<file path="config.mk">
export PLATFORM = sky130hd
export DESIGN_NAME = quoted_token_splitter_core
export DESIGN_NICKNAME = d
export VERILOG_FILES = /design/src/design/qts_pkg.sv /design/src/design/quoted_token_splitter_core.sv /design/src/design/qts_step.sv
export SDC_FILE = /design/constraint.sdc
export NUM_CORES = 1
export LEC_CHECK = 0
export ABC_AREA = 1
export BUFFER_PORTS_ARGS = -buffer_cell sky130_fd_sc_hd__buf_2
export CAP_MARGIN = 10
export CORE_AREA = 5 5 89 91
export DETAILED_ROUTE_END_ITERATION = 10
export DIE_AREA = 0 0 94 96
export PLACE_DENSITY = 0.69
export SYNTH_ARGS = -nofsm -noshare
export SYNTH_HDL_FRONTEND = slang
export SYNTH_SLANG_ARGS = --single-unit
</file>
<file path="constraint.sdc">
create_clock -name clk_i -period 2.8 [get_ports clk_i]
set_input_delay 0.14 -clock clk_i [delete_from_list [all_inputs] [get_ports clk_i]]
set_output_delay 0.14 -clock clk_i [all_outputs]
set_load 0.05 [all_outputs]
</file>
<file path="src/design/qts_pkg.sv">
// Shared types and constants of the quoted token splitter.
package qts_pkg;

  localparam int unsigned MaxResults = 3;

  localparam logic [7:0] CH_SINGLE       = 8'h27;
  localparam logic [7:0] CH_DOUBLE       = 8'h22;
  localparam logic [7:0] DEPTH_MAX       = 8'hFF;
  localparam logic [7:0] SEPARATOR_RESET = 8'd32;

  typedef enum logic [1:0] {
    KIND_BYTE       = 2'd0,
    KIND_TOKEN_END  = 2'd1,
    KIND_STREAM_END = 2'd2
  } kind_e;

  typedef enum logic [1:0] {
    QK_NONE   = 2'd0,
    QK_SINGLE = 2'd1,
    QK_DOUBLE = 2'd2
  } qkind_e;

  typedef struct packed {
    logic [7:0] in_byte;
    logic       in_last;
  } in_t;

  typedef struct packed {
    kind_e      kind;
    logic [7:0] out_byte;
    logic       run_last;
  } out_t;

  typedef struct packed {
    qkind_e     quote_kind;
    logic [7:0] quote_depth;
    logic       trim_mode;
    logic       token_nonempty;
  } state_t;

  // All results caused by one input byte, first result in entry 0.
  typedef struct packed {
    out_t [MaxResults-1:0] res;
    logic [1:0]            count;
  } group_t;

endpackage

</file>
<file path="src/design/quoted_token_splitter_core.sv">
// Quoted token splitter top level: state, result buffering and handshakes.
//
// The block takes one byte per cycle when not stalled and splits the stream
// into tokens at the separator register, honoring nested single and double
// quotes. Every input transaction is processed in the cycle it is accepted;
// its results (zero to three) go into a result register that presents one
// result per cycle unless the receiver stalls; a second group slot lets the
// next byte be taken while results still wait. A one-result byte sustains one
// byte per cycle; a byte with more results holds the output until all are
// taken, so the input stalls once both group slots hold results. The output
// register sets the throughput. The separator resets to a space and may be
// rewritten at any time the block is idle.
module quoted_token_splitter_core (
  input  logic           clk_i,
  input  logic           rst_ni,
  input  logic           in_valid_i,
  output logic           in_stall_o,
  input  qts_pkg::in_t   in_data_i,
  output logic           out_valid_o,
  input  logic           out_stall_i,
  output qts_pkg::out_t  out_data_o,
  input  logic           cfg_valid_i,
  output logic           cfg_ready_o,
  input  logic [7:0]     cfg_data_i
);

  qts_pkg::state_t state_q, state_d;
  logic [7:0]      sep_q;
  qts_pkg::group_t new_grp;

  qts_pkg::out_t [qts_pkg::MaxResults-1:0] g_res_q, g_res_d;
  logic [1:0]      g_cnt_q, g_cnt_d;
  qts_pkg::group_t p_grp_q, p_grp_d;
  logic            p_valid_q, p_valid_d;

  logic acc;
  logic pop;
  logic g_free;
  logic new_has;

  qts_step u_step (
    .state_i    (state_q),
    .separator_i(sep_q),
    .item_i     (in_data_i),
    .state_o    (state_d),
    .group_o    (new_grp)
  );

  assign cfg_ready_o = 1'b1;
  assign in_stall_o  = p_valid_q;
  assign acc         = in_valid_i && !in_stall_o;
  assign out_valid_o = (g_cnt_q != 2'd0);
  assign out_data_o  = g_res_q[0];
  assign pop         = out_valid_o && !out_stall_i;
  assign g_free      = (g_cnt_q == 2'd0) || (g_cnt_q == 2'd1 && pop);
  assign new_has     = acc && (new_grp.count != 2'd0);

  always_comb begin
    g_res_d   = g_res_q;
    g_cnt_d   = g_cnt_q;
    p_grp_d   = p_grp_q;
    p_valid_d = p_valid_q;
    if (g_free) begin
      if (p_valid_q) begin
        g_res_d   = p_grp_q.res;
        g_cnt_d   = p_grp_q.count;
        p_valid_d = 1'b0;
      end else if (new_has) begin
        g_res_d = new_grp.res;
        g_cnt_d = new_grp.count;
      end else begin
        g_cnt_d = 2'd0;
      end
    end else begin
      if (pop) begin
        for (int i = 0; i < qts_pkg::MaxResults - 1; i++) begin
          g_res_d[i] = g_res_q[i+1];
        end
        g_cnt_d = g_cnt_q - 2'd1;
      end
      if (new_has) begin
        p_grp_d   = new_grp;
        p_valid_d = 1'b1;
      end
    end
  end

  always_ff @(posedge clk_i or negedge rst_ni) begin
    if (!rst_ni) begin
      state_q   <= '{quote_kind: qts_pkg::QK_NONE, quote_depth: 8'd0,
                     trim_mode: 1'b0, token_nonempty: 1'b0};
      sep_q     <= qts_pkg::SEPARATOR_RESET;
      g_cnt_q   <= 2'd0;
      p_valid_q <= 1'b0;
    end else begin
      if (acc) begin
        state_q <= state_d;
      end
      if (cfg_valid_i && cfg_ready_o) begin
        sep_q <= cfg_data_i;
      end
      g_cnt_q   <= g_cnt_d;
      p_valid_q <= p_valid_d;
    end
  end

  always_ff @(posedge clk_i) begin
    g_res_q <= g_res_d;
    p_grp_q <= p_grp_d;
  end

  // A pending group only waits behind a group that is still draining.
  assert property (@(posedge clk_i) disable iff (!rst_ni)
    p_valid_q |-> g_cnt_q != 2'd0)
    else $error("pending group held while the result register is empty");

  assert property (@(posedge clk_i) disable iff (!rst_ni)
    out_valid_o && out_data_o.kind == qts_pkg::KIND_STREAM_END |-> out_data_o.run_last)
    else $error("end of stream is not the last result of its transaction");

  assert property (@(posedge clk_i) disable iff (!rst_ni)
    out_valid_o && out_data_o.kind != qts_pkg::KIND_BYTE |-> out_data_o.out_byte == 8'd0)
    else $error("marker result carries a nonzero byte");

  assert property (@(posedge clk_i) disable iff (!rst_ni)
    acc && in_data_i.in_last |=>
      state_q.quote_depth == 8'd0 && !state_q.token_nonempty && !state_q.trim_mode)
    else $error("state not cleared after the final byte of a stream");

  assert property (@(posedge clk_i) disable iff (!rst_ni)
    p_valid_q |-> p_grp_q.count != 2'd0)
    else $error("empty group queued");

endmodule

</file>
<file path="src/design/qts_step.sv">
// Combinational next-state and result logic for one input byte.
module qts_step (
  input  qts_pkg::state_t state_i,
  input  logic [7:0]      separator_i,
  input  qts_pkg::in_t    item_i,
  output qts_pkg::state_t state_o,
  output qts_pkg::group_t group_o
);

  qts_pkg::qkind_e qk;
  logic            emit_first;
  qts_pkg::out_t   first_res;
  logic            emit_flush;
  logic            emit_end;
  qts_pkg::state_t st_mid;

  always_comb begin
    if (item_i.in_byte == qts_pkg::CH_SINGLE) begin
      qk = qts_pkg::QK_SINGLE;
    end else if (item_i.in_byte == qts_pkg::CH_DOUBLE) begin
      qk = qts_pkg::QK_DOUBLE;
    end else begin
      qk = qts_pkg::QK_NONE;
    end
  end

  // Byte handling: quote tracking, separator and token bytes.
  always_comb begin
    st_mid     = state_i;
    emit_first = 1'b0;
    first_res  = '{kind: qts_pkg::KIND_BYTE, out_byte: item_i.in_byte, run_last: 1'b0};
    if (item_i.in_byte != 8'd0) begin
      if (state_i.quote_depth != 8'd0) begin
        if (qk != qts_pkg::QK_NONE && state_i.quote_kind != qts_pkg::QK_NONE) begin
          if (state_i.quote_kind == qk) begin
            st_mid.quote_depth = state_i.quote_depth - 8'd1;
            if (state_i.quote_depth != 8'd1) begin
              st_mid.quote_kind = (state_i.quote_kind == qts_pkg::QK_SINGLE) ?
                                  qts_pkg::QK_DOUBLE : qts_pkg::QK_SINGLE;
            end else begin
              st_mid.quote_kind = qts_pkg::QK_NONE;
            end
          end else begin
            if (state_i.quote_depth != qts_pkg::DEPTH_MAX) begin
              st_mid.quote_depth = state_i.quote_depth + 8'd1;
            end
            st_mid.quote_kind = qk;
          end
        end
        emit_first            = 1'b1;
        st_mid.token_nonempty = 1'b1;
      end else begin
        if (qk != qts_pkg::QK_NONE) begin
          st_mid.quote_kind  = qk;
          st_mid.quote_depth = 8'd1;
        end
        if (item_i.in_byte == separator_i) begin
          if (!state_i.trim_mode && state_i.token_nonempty) begin
            emit_first            = 1'b1;
            first_res.kind        = qts_pkg::KIND_TOKEN_END;
            first_res.out_byte    = 8'd0;
            st_mid.token_nonempty = 1'b0;
          end
          st_mid.trim_mode = 1'b1;
        end else begin
          st_mid.trim_mode      = 1'b0;
          emit_first            = 1'b1;
          st_mid.token_nonempty = 1'b1;
        end
      end
    end
  end

  assign emit_flush = item_i.in_last && st_mid.token_nonempty;
  assign emit_end   = item_i.in_last;

  always_comb begin
    if (item_i.in_last) begin
      state_o = '{quote_kind: qts_pkg::QK_NONE, quote_depth: 8'd0,
                  trim_mode: 1'b0, token_nonempty: 1'b0};
    end else begin
      state_o = st_mid;
    end
  end

  // Pack the results in order and flag the final one.
  always_comb begin
    logic [1:0] idx;
    idx     = 2'd0;
    group_o = '0;
    if (emit_first) begin
      group_o.res[idx] = first_res;
      idx              = idx + 2'd1;
    end
    if (emit_flush) begin
      group_o.res[idx] = '{kind: qts_pkg::KIND_TOKEN_END, out_byte: 8'd0, run_last: 1'b0};
      idx              = idx + 2'd1;
    end
    if (emit_end) begin
      group_o.res[idx] = '{kind: qts_pkg::KIND_STREAM_END, out_byte: 8'd0, run_last: 1'b0};
      idx              = idx + 2'd1;
    end
    group_o.count = idx;
    if (idx != 2'd0) begin
      group_o.res[idx - 2'd1].run_last = 1'b1;
    end
  end

endmodule

</file>
## Yosys cells after proc, flatten, opt, wreduce, memory -nomap -nowiden

Index checks and enable logic that the tools add are counted.

| cells by class | value |
|---|---|
| $add $sub $neg | 6 |
| $lt $le $gt $ge | 6 |
| equality and inequality tests | 12 |
| mux-type cells | 47 |
| bitwise operators | 7 |
| reductions and logical operators | 32 |

Operator list:

| kind | number |
|---|---|
| 33-bit two-way mux | 5 |
| 10-bit two-way mux | 7 |
| 11-bit demux with 2-bit select | 3 |
| 30-bit NOT | 2 |
| 22-bit two-way mux | 2 |
| 33-bit bitwise mux | 1 |
| 11-bit two-way mux | 3 |
| 10-bit by 30-bit bitwise AND with 30-bit output | 1 |
| 30-bit bitwise AND | 1 |
| 12-bit two-way mux | 2 |
| 2-bit two-way mux | 11 |
| 8-bit by 6-bit == test with 1-bit output, second input constant | 2 |
| 2-bit nonzero test | 8 |
| 8-bit nonzero test | 2 |
| 1-bit two-way mux | 11 |
| 1-bit logical AND | 10 |
| 9-bit two-way mux | 1 |
| 8-bit by 1-bit adder with 8-bit output, second input constant | 1 |
| 8-bit == test | 1 |
| 8-bit two-way mux | 1 |
| 8-bit by 1-bit != test with 1-bit output, second input constant | 1 |
| 8-bit != test, second input constant | 1 |
| 8-bit by 1-bit subtractor with 8-bit output, second input constant | 1 |
| 2-bit by 3-bit less-than comparator with 1-bit output, second input constant | 2 |
| other kinds (23) | 30 |

| word-level totals | value |
|---|---|
| register bits | 91 |
| logic and storage cells | 136 |

## Longest topological paths before layout

Gate-level depths: netlist of run 1.

| logic depth | value |
|---|---|
| depth after elaboration | 22 |
| mapped depth | 18 |
| gate-level depth less buffers | 18 |

## Modules after synthesis

A second synthesis of run 1 with hierarchy kept.

| second synthesis, totals | value |
|---|---|
| cells, all modules | 584 |
| area, all modules | 5243.8 sq um |

Modules (own cells, without submodules):

| module | instances | cells each | area each (sq um) | sequential area each (sq um) |
|---|---|---|---|---|
| quoted_token_splitter_core | 1 | 320 | 3856.2 | 2618.8 |
| qts_step | 1 | 264 | 1387.6 | 0.0 |

## Least setup slack after synthesis of run 1

Ideal clock, no wire load.

| timing | value |
|---|---|
| path kind | reg-to-reg |
| start | reg p_valid_q (netlist: in_stall_o) |
| end | reg g_res_q[11] in the netlist's numbering (enable) |
| data arrival time | 2036 ps |
| data required time | 2406 ps |
| slack | 370 ps |
| cell stages (with the launch flop) | 4 |
| buffers on the path | 1 |
| period minus slack after synthesis | 2430 ps |
| path through | dfrtp_1 clkinv_1 clkbuf_1 a31oi_1 |

| between the ends | value |
|---|---|
| longest elaborated chain between the ends | 5 |

Ends and longest elaborated chain:

| item | line | text |
|---|---|---|
| start: declaration | quoted_token_splitter_core.sv:34 | `logic p_valid_q, p_valid_d;` |
| start signal: assignment | quoted_token_splitter_core.sv:103 | `p_valid_q <= p_valid_d;` |
| 1-bit logical NOT | quoted_token_splitter_core.sv:51 | `assign acc = in_valid_i && !in_stall_o;` |
| 1-bit logical AND | quoted_token_splitter_core.sv:51 |  |
| 1-bit logical AND | quoted_token_splitter_core.sv:56 | `assign new_has = acc && (new_grp.count != 2'd0);` |
| 3-bit by 2-bit != test with 1-bit output (no line) * | - |  |
| 2-bit AND reduction (no line) * | - |  |
| end signal: assignment | quoted_token_splitter_core.sv:108 | `g_res_q <= g_res_d;` |
| end: declaration | quoted_token_splitter_core.sv:31 | `qts_pkg::out_t [qts_pkg::MaxResults-1:0] g_res_q, g_res_d;` |

Mark *: on every way between the ends. The rest lies on a longest branch, timed or not.
A chain may end at the register's enable or synchronous reset.

==> summary.md, run 1 <==
| Metric | Value |
|---|---|
| Outcome | `finished clean` |
| Multi-input gate area | `1480 um2` |
| Synth cell count leaders | `nand2_1 (99), inv_1 (52), nand3_1 (44)` |
| Fmax | `0.385 GHz` |
| Num CTS Buffers | `9` |
| Htree depth | `3` |
| Detailed Route WL | `6880 um` |
| Crit end category | `register` |
| FF+latch area | `1600 um2` |
| Max_slew headroom | `0.405` |
| Syn nets | `447` |
| Fill cells | `653` |
| Crit path arrival time | `2.78 ns` |
| Final period util | `0.927` |
| Yosys reg bits | `57` |
| DR vias | `2734` |
| Sink Count | `57` |
| Post-synth top flop | `edfxtp_1` |
| DRC viols | `0` |
| Hold Crit Class | `input port to register` |
| Seq/Total Area, Yosys | `0.466` |
| Port bufs | `34` |
| Synthesized area | `3430 um2` |
| Endpoints failing setup | `0` |
| Yosys top cell by area | `edfxtp_1` |
| Layout Skew | `0.0103 ns` |
| Most common cell in the netlist | `nand2_1` |
| Final cell count without fillers | `553` |
| Site Rows | `31` |
| Grt ovf | `0` |
| Die area | `9020 um2` |
| Worst hold path cell count | `3` |
| CTS Root Cell | `clkbuf_8` |
| Vias in the first global route | `2641` |
| Clock Path Buffers | `2` |
| Worst vdd ir | `549 uV` |
| CP max FO | `5` |
| RSZ-0062 raised after global routing | `true` |
| Chip height | `96 um` |
| Total power | `4160 uW` |
| Mapped Cells | `417` |
| CTS tree | `yes` |
| Reg2reg path depth | `17` |
| Final WS setup | `0.204 ns` |
| Setup CP Type | `register to register` |
| # diodes | `0` |
| Largest net degree at the start of global routing | `27` |
| Worst Path Required | `2.98 ns` |
| Vias/cell | `4.94` |
| Core ar. | `7060 um2` |
| Initial antenna violation count | `0` |
| Dpl cells | `535` |
| Post-CTS Setup Repair Bufs | `0` |
| Clock transition at the registers of the reported paths | `0.07 ns` |
| RePlAce Congestion | `0.839` |
| Max Slew Vio Count | `0` |
| Worst-Skew Late Latency | `0.34 ns` |
| DP HPWL | `4990 um` |
| Ranking of synthesized cells by area | `edfxtp_1 (30%), dfrtp_1 (16%), nand2_1 (11%)` |
| Boundary Pins | `36` |
| Ratio of cells with drive above 1 in the final layout | `0.192` |
| GRT Total Usage | `0.172` |
| Synth top area share | `0.298` |
| Leak | `0.00185 uW` |
| Drt first pass iters | `5` |
| Final ANT Viol Nets | `0` |
| Mean post-synth cell area | `8.23 um2` |
| Tightest Pin Transition | `0.889 ns` |
| EDFF count, synth | `34` |
| Fin Setup TNS | `0 ns` |
| DR iter-0 viols | `127` |
| Area delta synth->final | `12.9%` |
| CP startpoint kind | `register` |
| Die X | `94 um` |
| Number of max-cap violations | `0` |
| FFs w/ async S/R, synth | `0.404` |
| Yosys cell types | `35` |
| Post-layout net count | `479` |
| Final hold vios | `0` |
| Worst slack at placement | `0.141 ns` |
| Ys Warns | `0` |
| Tmin final | `2.60 ns` |
| First-pass GRT wire length | `12100 um` |
| P per Cell Area | `1070 nW/um2` |
| Starting Density | `0.486` |
| Drt wl/cell | `12.4 um` |
-- flip-flops by register name, indices dropped and copies added (netlist names) --
name / flops
g_cnt_q: 2
p_grp_q: 18
g_res_q: 5
state_q: 12
sep_q: 8
out_data_o: 11
in_stall_o: 1
-- cell usage in the layout, fill, tap and decap left out, types with 4 or more instances in the layout --
cell type / n
dfrtp_1: 22
nand4_1: 8
nand3_1: 44
nor2_2: 4
mux2_2: 4
xor2_1: 6
inv_1: 52
xnor2_1: 7
nor2_1: 30
nand2_2: 4
buf_4: 8
o21ai_0: 19
clkbuf_8: 10
buf_2: 34
edfxtp_1: 34
a21oi_1: 25
ha_1: 7
nand2_1: 99
-- layout make-up --
class                           count  area share
Inverter                           57      0.0559
Clock buffer                       10      0.0355
Multi-Input combinational cell    280       0.382
Sequential cell                    57       0.412
Timing Repair Buffer               44      0.0646
Clock inverter                      6      0.0174
Tap cell                           99      0.0320
-- worst paths after layout --
kind	from	slack (ns)	to
worst max-delay path	state_q[2]$_DFFE_PN0P_	0.20	out_data_o[0]$_DFFE_PP_
worst min-delay path	cfg_data_i[2]	0.02	sep_q[2]$_DFFE_PN0P_
worst max register to register	state_q[2]$_DFFE_PN0P_	0.20	out_data_o[0]$_DFFE_PP_
worst min register to register	g_cnt_q[1]$_DFFE_PN0P_	0.48	g_cnt_q[1]$_DFFE_PN0P_
max in group asynchronous	rst_ni	2.12	in_stall_o$_DFFE_PN0P_
min in group asynchronous	rst_ni	0.31	sep_q[0]$_DFFE_PN0P_
-- metal layers --
metal	part of all wire	wire (um)	track usage
met3	0.044	304	0.0500
met5	0	0	0
met4	0.012	85	0.0674
met1	0.48	3310	0.226
met2	0.46	3170	0.269
-- through the flow --
step | instance area [um2] | utilization | hold WS (ns)
after floorplan | 3430 | - | -0.156
after global placement | 3640 | 0.515 | 0.157
after detailed placement | 3640 | 0.515 | 0.154
after CTS | 3860 | 0.547 | 0.00747
after global routing | 3870 | 0.549 | 0.00540
final | 3870 | 0.549 | 0.0207
-- cells by family (layout without fill, tap and decap cells) --
logic type      after synthesis  after routing  share of synthesized area
flops                        57             57                      0.466
fa+ha+maj                     8              8                     0.0292
other cells                   1              1                    0.00109
buf+inv                      80            117                      0.106
mux                           4              4                     0.0131
xor+xnor                     13             13                     0.0332
simple gates                203            203                      0.272
compound gates               51             51                     0.0791
-- worst max-delay path, cell delays in order, from the launching register on --
cell     delay [ns]
dfrtp_1        0.43
inv_1          0.12
ha_2           0.22
nand2_4        0.08
nor2_4         0.14
nand3_1        0.11
nand2_1        0.12
nand2_1        0.07
nand2_1        0.08
inv_1          0.06
ha_1           0.29
nand2_1        0.07
inv_1          0.08
nor2_4         0.12
inv_1          0.07
nor2_1         0.16
nand2_1        0.07
a21oi_1        0.14
-- power by group --
part	internal (uW)	leakage, uW	switching [uW]
registers	1250	0.000618	153
clock network	436	0.0000985	353
logic	620	0.00113	1340
total	2310	0.00185	1850
-- repair_timing --
item | CTS | global route
gates resized for setup | 0 | 4
hold buffers | 2 | 0
hold endpoints to repair | 23 | 0
setup endpoints to repair | 0 | 10
Note: power is estimated with default switching activity, not from simulation.
==> inputs of run 2 (changes only) <==
- PLACE_DENSITY: 0.69 -> 0.71
- clock period: 2.8 -> 2.2 ns (I/O delays scaled with it)
==> summary.md, run 2 (synthesized netlist as in run 1, its figures left out) <==
| Metric | Value |
|---|---|
| Vias in the first global route | `2728 (was 2641)` |
| Critical path, cell by cell | `inv_1 > nand2_1 > nand2_1 > nand2_1 > nor2_2 > buf_4 > nand3_2 > nand2_2 > inv_2 > ha_4 > nand2_2 > inv_2 > nor2_4 > inv_2 > nor2_4 > nand2_1 > a21oi_1 (was inv_1 > ha_2 > nand2_4 > nor2_4 > nand3_1 > nand2_1 > nand2_1 > nand2_1 > inv_1 > ha_1 > nand2_1 > inv_1 > nor2_4 > inv_1 > nor2_1 > nand2_1 > a21oi_1)` |
| Dpl cells | `559 (was 535)` |
| CTS tree | `yes (unchanged)` |
| Num CTS Buffers | `9 (unchanged)` |
| Starting Density | `0.486 (unchanged)` |
| Leak | `0.00204 uW (was 0.00185 uW)` |
| RePlAce Congestion | `0.867 (was 0.839)` |
| Drt wl/cell | `12.6 um (was 12.4 um)` |
| DP HPWL | `5260 um (was 4990 um)` |
| Comb power frac | `0.511 (was 0.472)` |
| Area delta synth->final | `25.1% (was 12.9%)` |
| Largest net degree at the start of global routing | `27 (unchanged)` |
| Design Area, Final | `4290 um2 (was 3870 um2)` |
| Placed cell area | `3870 um2 (was 3640 um2)` |
| DR vias | `2909 (was 2734)` |
| Number of max-cap violations | `0 (unchanged)` |
| Outcome | `finished clean (unchanged)` |
| Final ANT Viol Nets | `0 (unchanged)` |
| Site Rows | `31 (unchanged)` |
| P per Cell Area | `1340 nW/um2 (was 1070 nW/um2)` |
| Net Sw Power | `2450 uW (was 1850 uW)` |
| DRC viols | `0 (unchanged)` |
| Initial antenna violation count | `0 (unchanged)` |
| Vias/cell | `4.93 (was 4.94)` |
| Die area | `9020 um2 (unchanged)` |
| RSZ-0062 raised after global routing | `true (unchanged)` |
| Core ar. | `7060 um2 (unchanged)` |
| Worst path depth | `17 (unchanged)` |
| Setup CP Type | `register to register (unchanged)` |
| Die X | `94 um (unchanged)` |
| Worst vdd ir | `711 uV (was 549 uV)` |
| Chip height | `96 um (unchanged)` |
| Post-layout net count | `516 (was 479)` |
| Crit path arrival time | `2.37 ns (was 2.78 ns)` |
| Crit path max-delay family | `simple AND/OR/NAND/NOR gates (unchanged)` |
| Most frequent CP cell | `nand2_1 (unchanged)` |
| CP max FO | `4 (was 5)` |
| Sink Count | `57 (unchanged)` |
| Fin Setup TNS | `0 ns (unchanged)` |
| CP startpoint kind | `register (unchanged)` |
| Final cell count without fillers | `590 (was 553)` |
| Clock Path Buffers | `2 (unchanged)` |
| Fmax | `0.459 GHz (was 0.385 GHz)` |
| Tmin final | `2.18 ns (was 2.60 ns)` |
| First-pass GRT wire length | `12400 um (was 12100 um)` |
| Max_slew headroom | `0.635 (was 0.405)` |
| Most common cell after layout, fill and taps aside | `nand2_1 (unchanged)` |
| Detailed Route WL | `7430 um (was 6880 um)` |
| Clk network pwr share | `0.188 (was 0.190)` |
| Max reg flops | `18 (unchanged)` |
| Final hold vios | `0 (unchanged)` |
| Htree depth | `3 (unchanged)` |
| Endpoints failing setup | `0 (unchanged)` |
| Critical Path Max Stage Delay | `0.40 ns (was 0.43 ns)` |
| Hold Crit Class | `input port to register (unchanged)` |
| FF+latch area | `1600 um2 (unchanged)` |
| Layout Skew | `0.00585 ns (was 0.0103 ns)` |
| Internal Power | `3320 uW (was 2310 uW)` |
| Grt ovf | `0 (unchanged)` |
| Drt first pass iters | `4 (was 5)` |
| GRT Total Usage | `0.177 (was 0.172)` |
| Worst Path Required | `2.39 ns (was 2.98 ns)` |
| Worst path buffer plus inverter count | `5 (was 4)` |
| Max Slew Vio Count | `0 (unchanged)` |
| Worst-Skew Late Latency | `0.33 ns (was 0.34 ns)` |
| Clock transition at the registers of the reported paths | `0.07 ns (about the same)` |
| Biggest register | `p_grp_q (unchanged)` |
| Worst hold path cell count | `3 (unchanged)` |
| Sw Share | `0.424 (was 0.445)` |
| Most frequent cells in the layout | `nand2_1 (94), inv_1 (44), nand3_1 (42) (was nand2_1 (99), inv_1 (52), nand3_1 (44))` |
| Final period util | `0.990 (was 0.927)` |
| Crit path max-delay cell type | `dfrtp_1 (unchanged)` |
| Sequential group share of total power | `0.301 (was 0.338)` |
| DR iter-0 viols | `120 (was 127)` |
| CTS Root Cell | `clkbuf_8 (unchanged)` |
| Port bufs | `34 (unchanged)` |
| Crit end category | `register (unchanged)` |
| Multi-input gate area | `1570 um2 (was 1480 um2)` |
| Tightest Pin Transition | `0.547 ns (was 0.889 ns)` |
| Boundary Pins | `36 (unchanged)` |
| # diodes | `0 (unchanged)` |
| Fill cells | `622 (was 653)` |
| Reg2reg path depth | `17 (unchanged)` |
| Ratio of cells with drive above 1 in the final layout | `0.289 (was 0.192)` |
-- run 2: cell types whose count changed in the layout (fill, tap and decap cells not counted), sizes merged --
cell / previous run / this run
buf: 42 / 74
bufinv: 1 / 2
clkbuf: 10 / 11
clkinv: 4 / 2
dlygate4sd3: 2 / 7
-- run 2: final timing paths --
check,start,to,slack (ns)
min in group asynchronous,rst_ni,state_q[4]$_DFFE_PN0P_,0.29
min,cfg_data_i[1],sep_q[1]$_DFFE_PN0P_,0.02
max,sep_q[3]$_DFFE_PN0P_,out_data_o[0]$_DFFE_PP_,0.02
max in group asynchronous,rst_ni,sep_q[5]$_DFFE_PN1P_,1.53
min reg2reg,g_cnt_q[1]$_DFFE_PN0P_,g_cnt_q[1]$_DFFE_PN0P_,0.49
max reg2reg,sep_q[3]$_DFFE_PN0P_,out_data_o[0]$_DFFE_PP_,0.02
-- run 2: power groups by stage --
stage / registers (uW) / clock network, uW / logic (uW)
global route: 1770 / 1160 / 3280
floorplan: 1780 / 0 / 2170
detailed placement: 1760 / 0 / 2840
global placement: 1750 / 0 / 2780
CTS: 1740 / 1110 / 2920
finish: 1740 / 1080 / 2950
-- run 2: through the flow --
| step | hold WS (ns) | power (uW) | util | worst slack, ns |
|---|---|---|---|---|
| finish | 0.0162 | 5770 | 0.608 | 0.0218 |
| global route | 0.00710 | 6210 | 0.608 | -0.135 |
| CTS | 0.00216 | 5770 | 0.598 | 0.00398 |
| detailed placement | 0.128 | 4600 | 0.548 | -0.109 |
| global placement | 0.123 | 4530 | 0.548 | -0.0352 |
| floorplan | -0.186 | 3950 | - | 0.00125 |
-- run 2: repair_timing --
| item | in CTS | in global routing |
|---|---|---|
| hold endpoints to repair | 27 | 1 |
| pin swaps | 9 | 7 |
| hold buffers | 6 | 1 |
| buffers inserted | 6 | 2 |
| setup endpoints to repair | 3 | 52 |
| resized for setup | 6 | 18 |
-- run 2: routing by layer --
metal | share of wire | vias to the layer above | track usage | wire [um]
met4 | 0.019 | 0 | 0.0650 | 141
met3 | 0.047 | 16 | 0.0555 | 350
li1 | - | 1492 | - | -
met2 | 0.50 | 72 | 0.296 | 3690
met5 | 0 | - | 0 | 0
met1 | 0.44 | 1329 | 0.215 | 3250
-- run 2: worst min-delay path, cell delays in order --
cell	delay (ns)
buf_2	0.07
nand2_1	0.04
o21ai_0	0.08
-- run 2: cell type report --
type,count,area share
tap,99,0.0289
multi-input combinational,280,0.365
sequential,57,0.372
timing repair buffer,81,0.132
clock inverter,5,0.0184
clock buffer,11,0.0329
inverter,57,0.0504
==> inputs of run 3 (changes only) <==
- MAX_ROUTING_LAYER: default -> met4
==> summary.md, run 3 (synthesized netlist as in run 1, its figures left out) <==
| Metric | Value |
|---|---|
| Post-layout net count | `516 (unchanged)` |
| Starting Density | `0.486 (unchanged)` |
| Clock transition at the registers of the reported paths | `0.07 ns (about the same)` |
| CTS Root Cell | `clkbuf_8 (unchanged)` |
| Hold path startpoint | `cfg_data_i[1] (unchanged)` |
| Max_slew headroom | `0.632 (was 0.635)` |
| Met3 WL | `357 um (was 350 um)` |
| DRC viols | `0 (unchanged)` |
| Number of max-cap violations | `0 (unchanged)` |
| Tmin final | `2.18 ns (about the same)` |
| Hold Crit Class | `input port to register (unchanged)` |
| Initial antenna violation count | `0 (unchanged)` |
| Die X | `94 um (unchanged)` |
| Boundary Pins | `36 (unchanged)` |
| Crit path arrival time | `2.38 ns (was 2.37 ns)` |
| DR vias | `2914 (was 2909)` |
| Reg2reg path depth | `17 (unchanged)` |
| Biggest register | `p_grp_q (unchanged)` |
| Site Rows | `31 (unchanged)` |
| P per Cell Area | `1350 nW/um2 (was 1340 nW/um2)` |
| Chip height | `96 um (unchanged)` |
| Final hold vios | `0 (unchanged)` |
| Endpoints failing setup | `0 (unchanged)` |
| Worst vdd ir | `715 uV (was 711 uV)` |
| Detailed Route WL | `7470 um (was 7430 um)` |
| Setup CP Type | `register to register (unchanged)` |
| CP max FO | `4 (unchanged)` |
| Worst-Skew Late Latency | `0.34 ns (was 0.33 ns)` |
| Htree depth | `3 (unchanged)` |
| Max Slew Vio Count | `0 (unchanged)` |
| Max layer used | `met4 (unchanged)` |
| Port bufs | `34 (unchanged)` |
| Fin Setup TNS | `0 ns (unchanged)` |
| Vias in the first global route | `2725 (was 2728)` |
| Crit end category | `register (unchanged)` |
| Reg2reg end | `out_data_o[0]$_DFFE_PP_ (unchanged)` |
| Area delta synth->final | `25.1% (unchanged)` |
| Worst hold path cell count | `3 (unchanged)` |
| Num CTS Buffers | `9 (unchanged)` |
| DR iter-0 viols | `121 (was 120)` |
| Max reg flops | `18 (unchanged)` |
| Fill cells | `622 (unchanged)` |
| # diodes | `0 (unchanged)` |
| RSZ-0062 raised after global routing | `true (unchanged)` |
| Worst Path Required | `2.40 ns (was 2.39 ns)` |
| Final period util | `0.990 (about the same)` |
| Final core occ | `0.608 (unchanged)` |
| DR WL met2 | `3700 um (was 3690 um)` |
| Die area | `9020 um2 (unchanged)` |
| DP HPWL | `5260 um (unchanged)` |
| CP startpoint kind | `register (unchanged)` |
| GRT Total Usage | `0.182 (was 0.177)` |
| M1 WL | `3290 um (was 3250 um)` |
| Grt ovf | `0 (unchanged)` |
| Hold Path End | `sep_q[1]$_DFFE_PN0P_ (unchanged)` |
| CTS tree | `yes (unchanged)` |
| Ratio of cells with drive above 1 in the final layout | `0.289 (unchanged)` |
| Fmax | `0.459 GHz (about the same)` |
| Origin of the critical flop-to-flop path | `sep_q[3]$_DFFE_PN0P_ (unchanged)` |
| Layout Skew | `0.00561 ns (was 0.00585 ns)` |
| Vias/cell | `4.94 (was 4.93)` |
| RePlAce Congestion | `0.881 (was 0.867)` |
| Tightest Pin Transition | `0.551 ns (was 0.547 ns)` |
| Most frequent cells in the layout | `nand2_1 (94), inv_1 (44), nand3_1 (42) (unchanged)` |
| Most common cell after layout, fill and taps aside | `nand2_1 (unchanged)` |
| Total power | `5770 uW (about the same)` |
| Outcome | `finished clean (unchanged)` |
| Drt wl/cell | `12.7 um (was 12.6 um)` |
| Largest net degree at the start of global routing | `27 (unchanged)` |
| FF-to-FF setup slack | `0.02 ns (about the same)` |
| Core ar. | `7060 um2 (unchanged)` |
| First-pass GRT wire length | `12400 um (about the same)` |
| Clock Path Buffers | `2 (unchanged)` |
| Drt first pass iters | `5 (was 4)` |
| Final ANT Viol Nets | `0 (unchanged)` |
| Leak | `0.00204 uW (unchanged)` |
| Sink Count | `57 (unchanged)` |
## run 3: cell counts in the layout (fill, tap and decap cells not counted)
Identical to the previous run, type by type.
## run 3: power breakdown
part | switching, uW | internal (uW)
clock | 423 | 665
combinational | 1890 | 1060
sequential | 143 | 1590
total | 2450 | 3320
## run 3: what timing repair did
action,in CTS,in global routing
setup buffers,6,2
hold buffers,6,1
setup endpoints to repair,3,52
endpoints found under the hold margin,27,1
gates resized for setup,6,18
pin swaps,9,7
## run 3: metrics by stage
step / cell area, um2 / hold WS (ns) / setup WS (ns) / cells
after floorplan: 3460 / -0.186 / 0.00125 / 417
after global placement: 3870 / 0.123 / -0.0352 / 559
after detailed placement: 3870 / 0.128 / -0.109 / 559
after CTS: 4220 / 0.00216 / 0.00398 / 587
after global routing: 4290 / 0.00706 / -0.135 / 590
final: 4290 / 0.0108 / 0.0218 / 590
## run 3: worst max-delay path: stages, from the launching register on
cell and delay (ns):
dfrtp_1 0.40, inv_1 0.09, nand2_1 0.06, nand2_1 0.05, nand2_1 0.06, nor2_2 0.16, buf_4 0.15, nand3_2 0.08
nand2_2 0.10, inv_2 0.06, ha_4 0.24, nand2_2 0.06, inv_2 0.04, nor2_4 0.14, inv_2 0.07, nor2_4 0.09
nand2_1 0.05, a21oi_1 0.14
## run 3: layer usage
| layer | up-vias | GRT usage |
|---|---|---|
| li1 | 1490 | - |
| met1 | 1332 | 0.215 |
| met2 | 75 | 0.296 |
| met3 | 17 | 0.0555 |
| met4 | 0 | 0.0650 |
| met5 | - | - |
## run 3: how the worst max path moves through the flow
stage / start / endpoint / slack, ns / cells after the start
after floorplan: state_q[2]$_DFFE_PN0P_ / out_data_o[0]$_DFFE_PP_ / 0.001 / 17
after detailed placement: sep_q[5]$_DFFE_PN1P_ / out_data_o[0]$_DFFE_PP_ / -0.11 / 17
after global routing: state_q[2]$_DFFE_PN0P_ / out_data_o[0]$_DFFE_PP_ / -0.13 / 15
after CTS: sep_q[5]$_DFFE_PN1P_ / out_data_o[0]$_DFFE_PP_ / 0.004 / 16
after global placement: sep_q[5]$_DFFE_PN1P_ / out_data_o[0]$_DFFE_PP_ / -0.04 / 17
final: sep_q[3]$_DFFE_PN0P_ / out_data_o[0]$_DFFE_PP_ / 0.02 / 17
## run 3: layout make-up
cell class                      instances  area [um2]  area share
Sequential cell                        57        1600       0.372
Clock buffer                           11         141      0.0329
Tap cell                               99         124      0.0289
Timing Repair Buffer                   81         566       0.132
Clock inverter                          5        78.8      0.0184
Inverter                               57         216      0.0504
Multi-Input combinational cell        280        1570       0.365
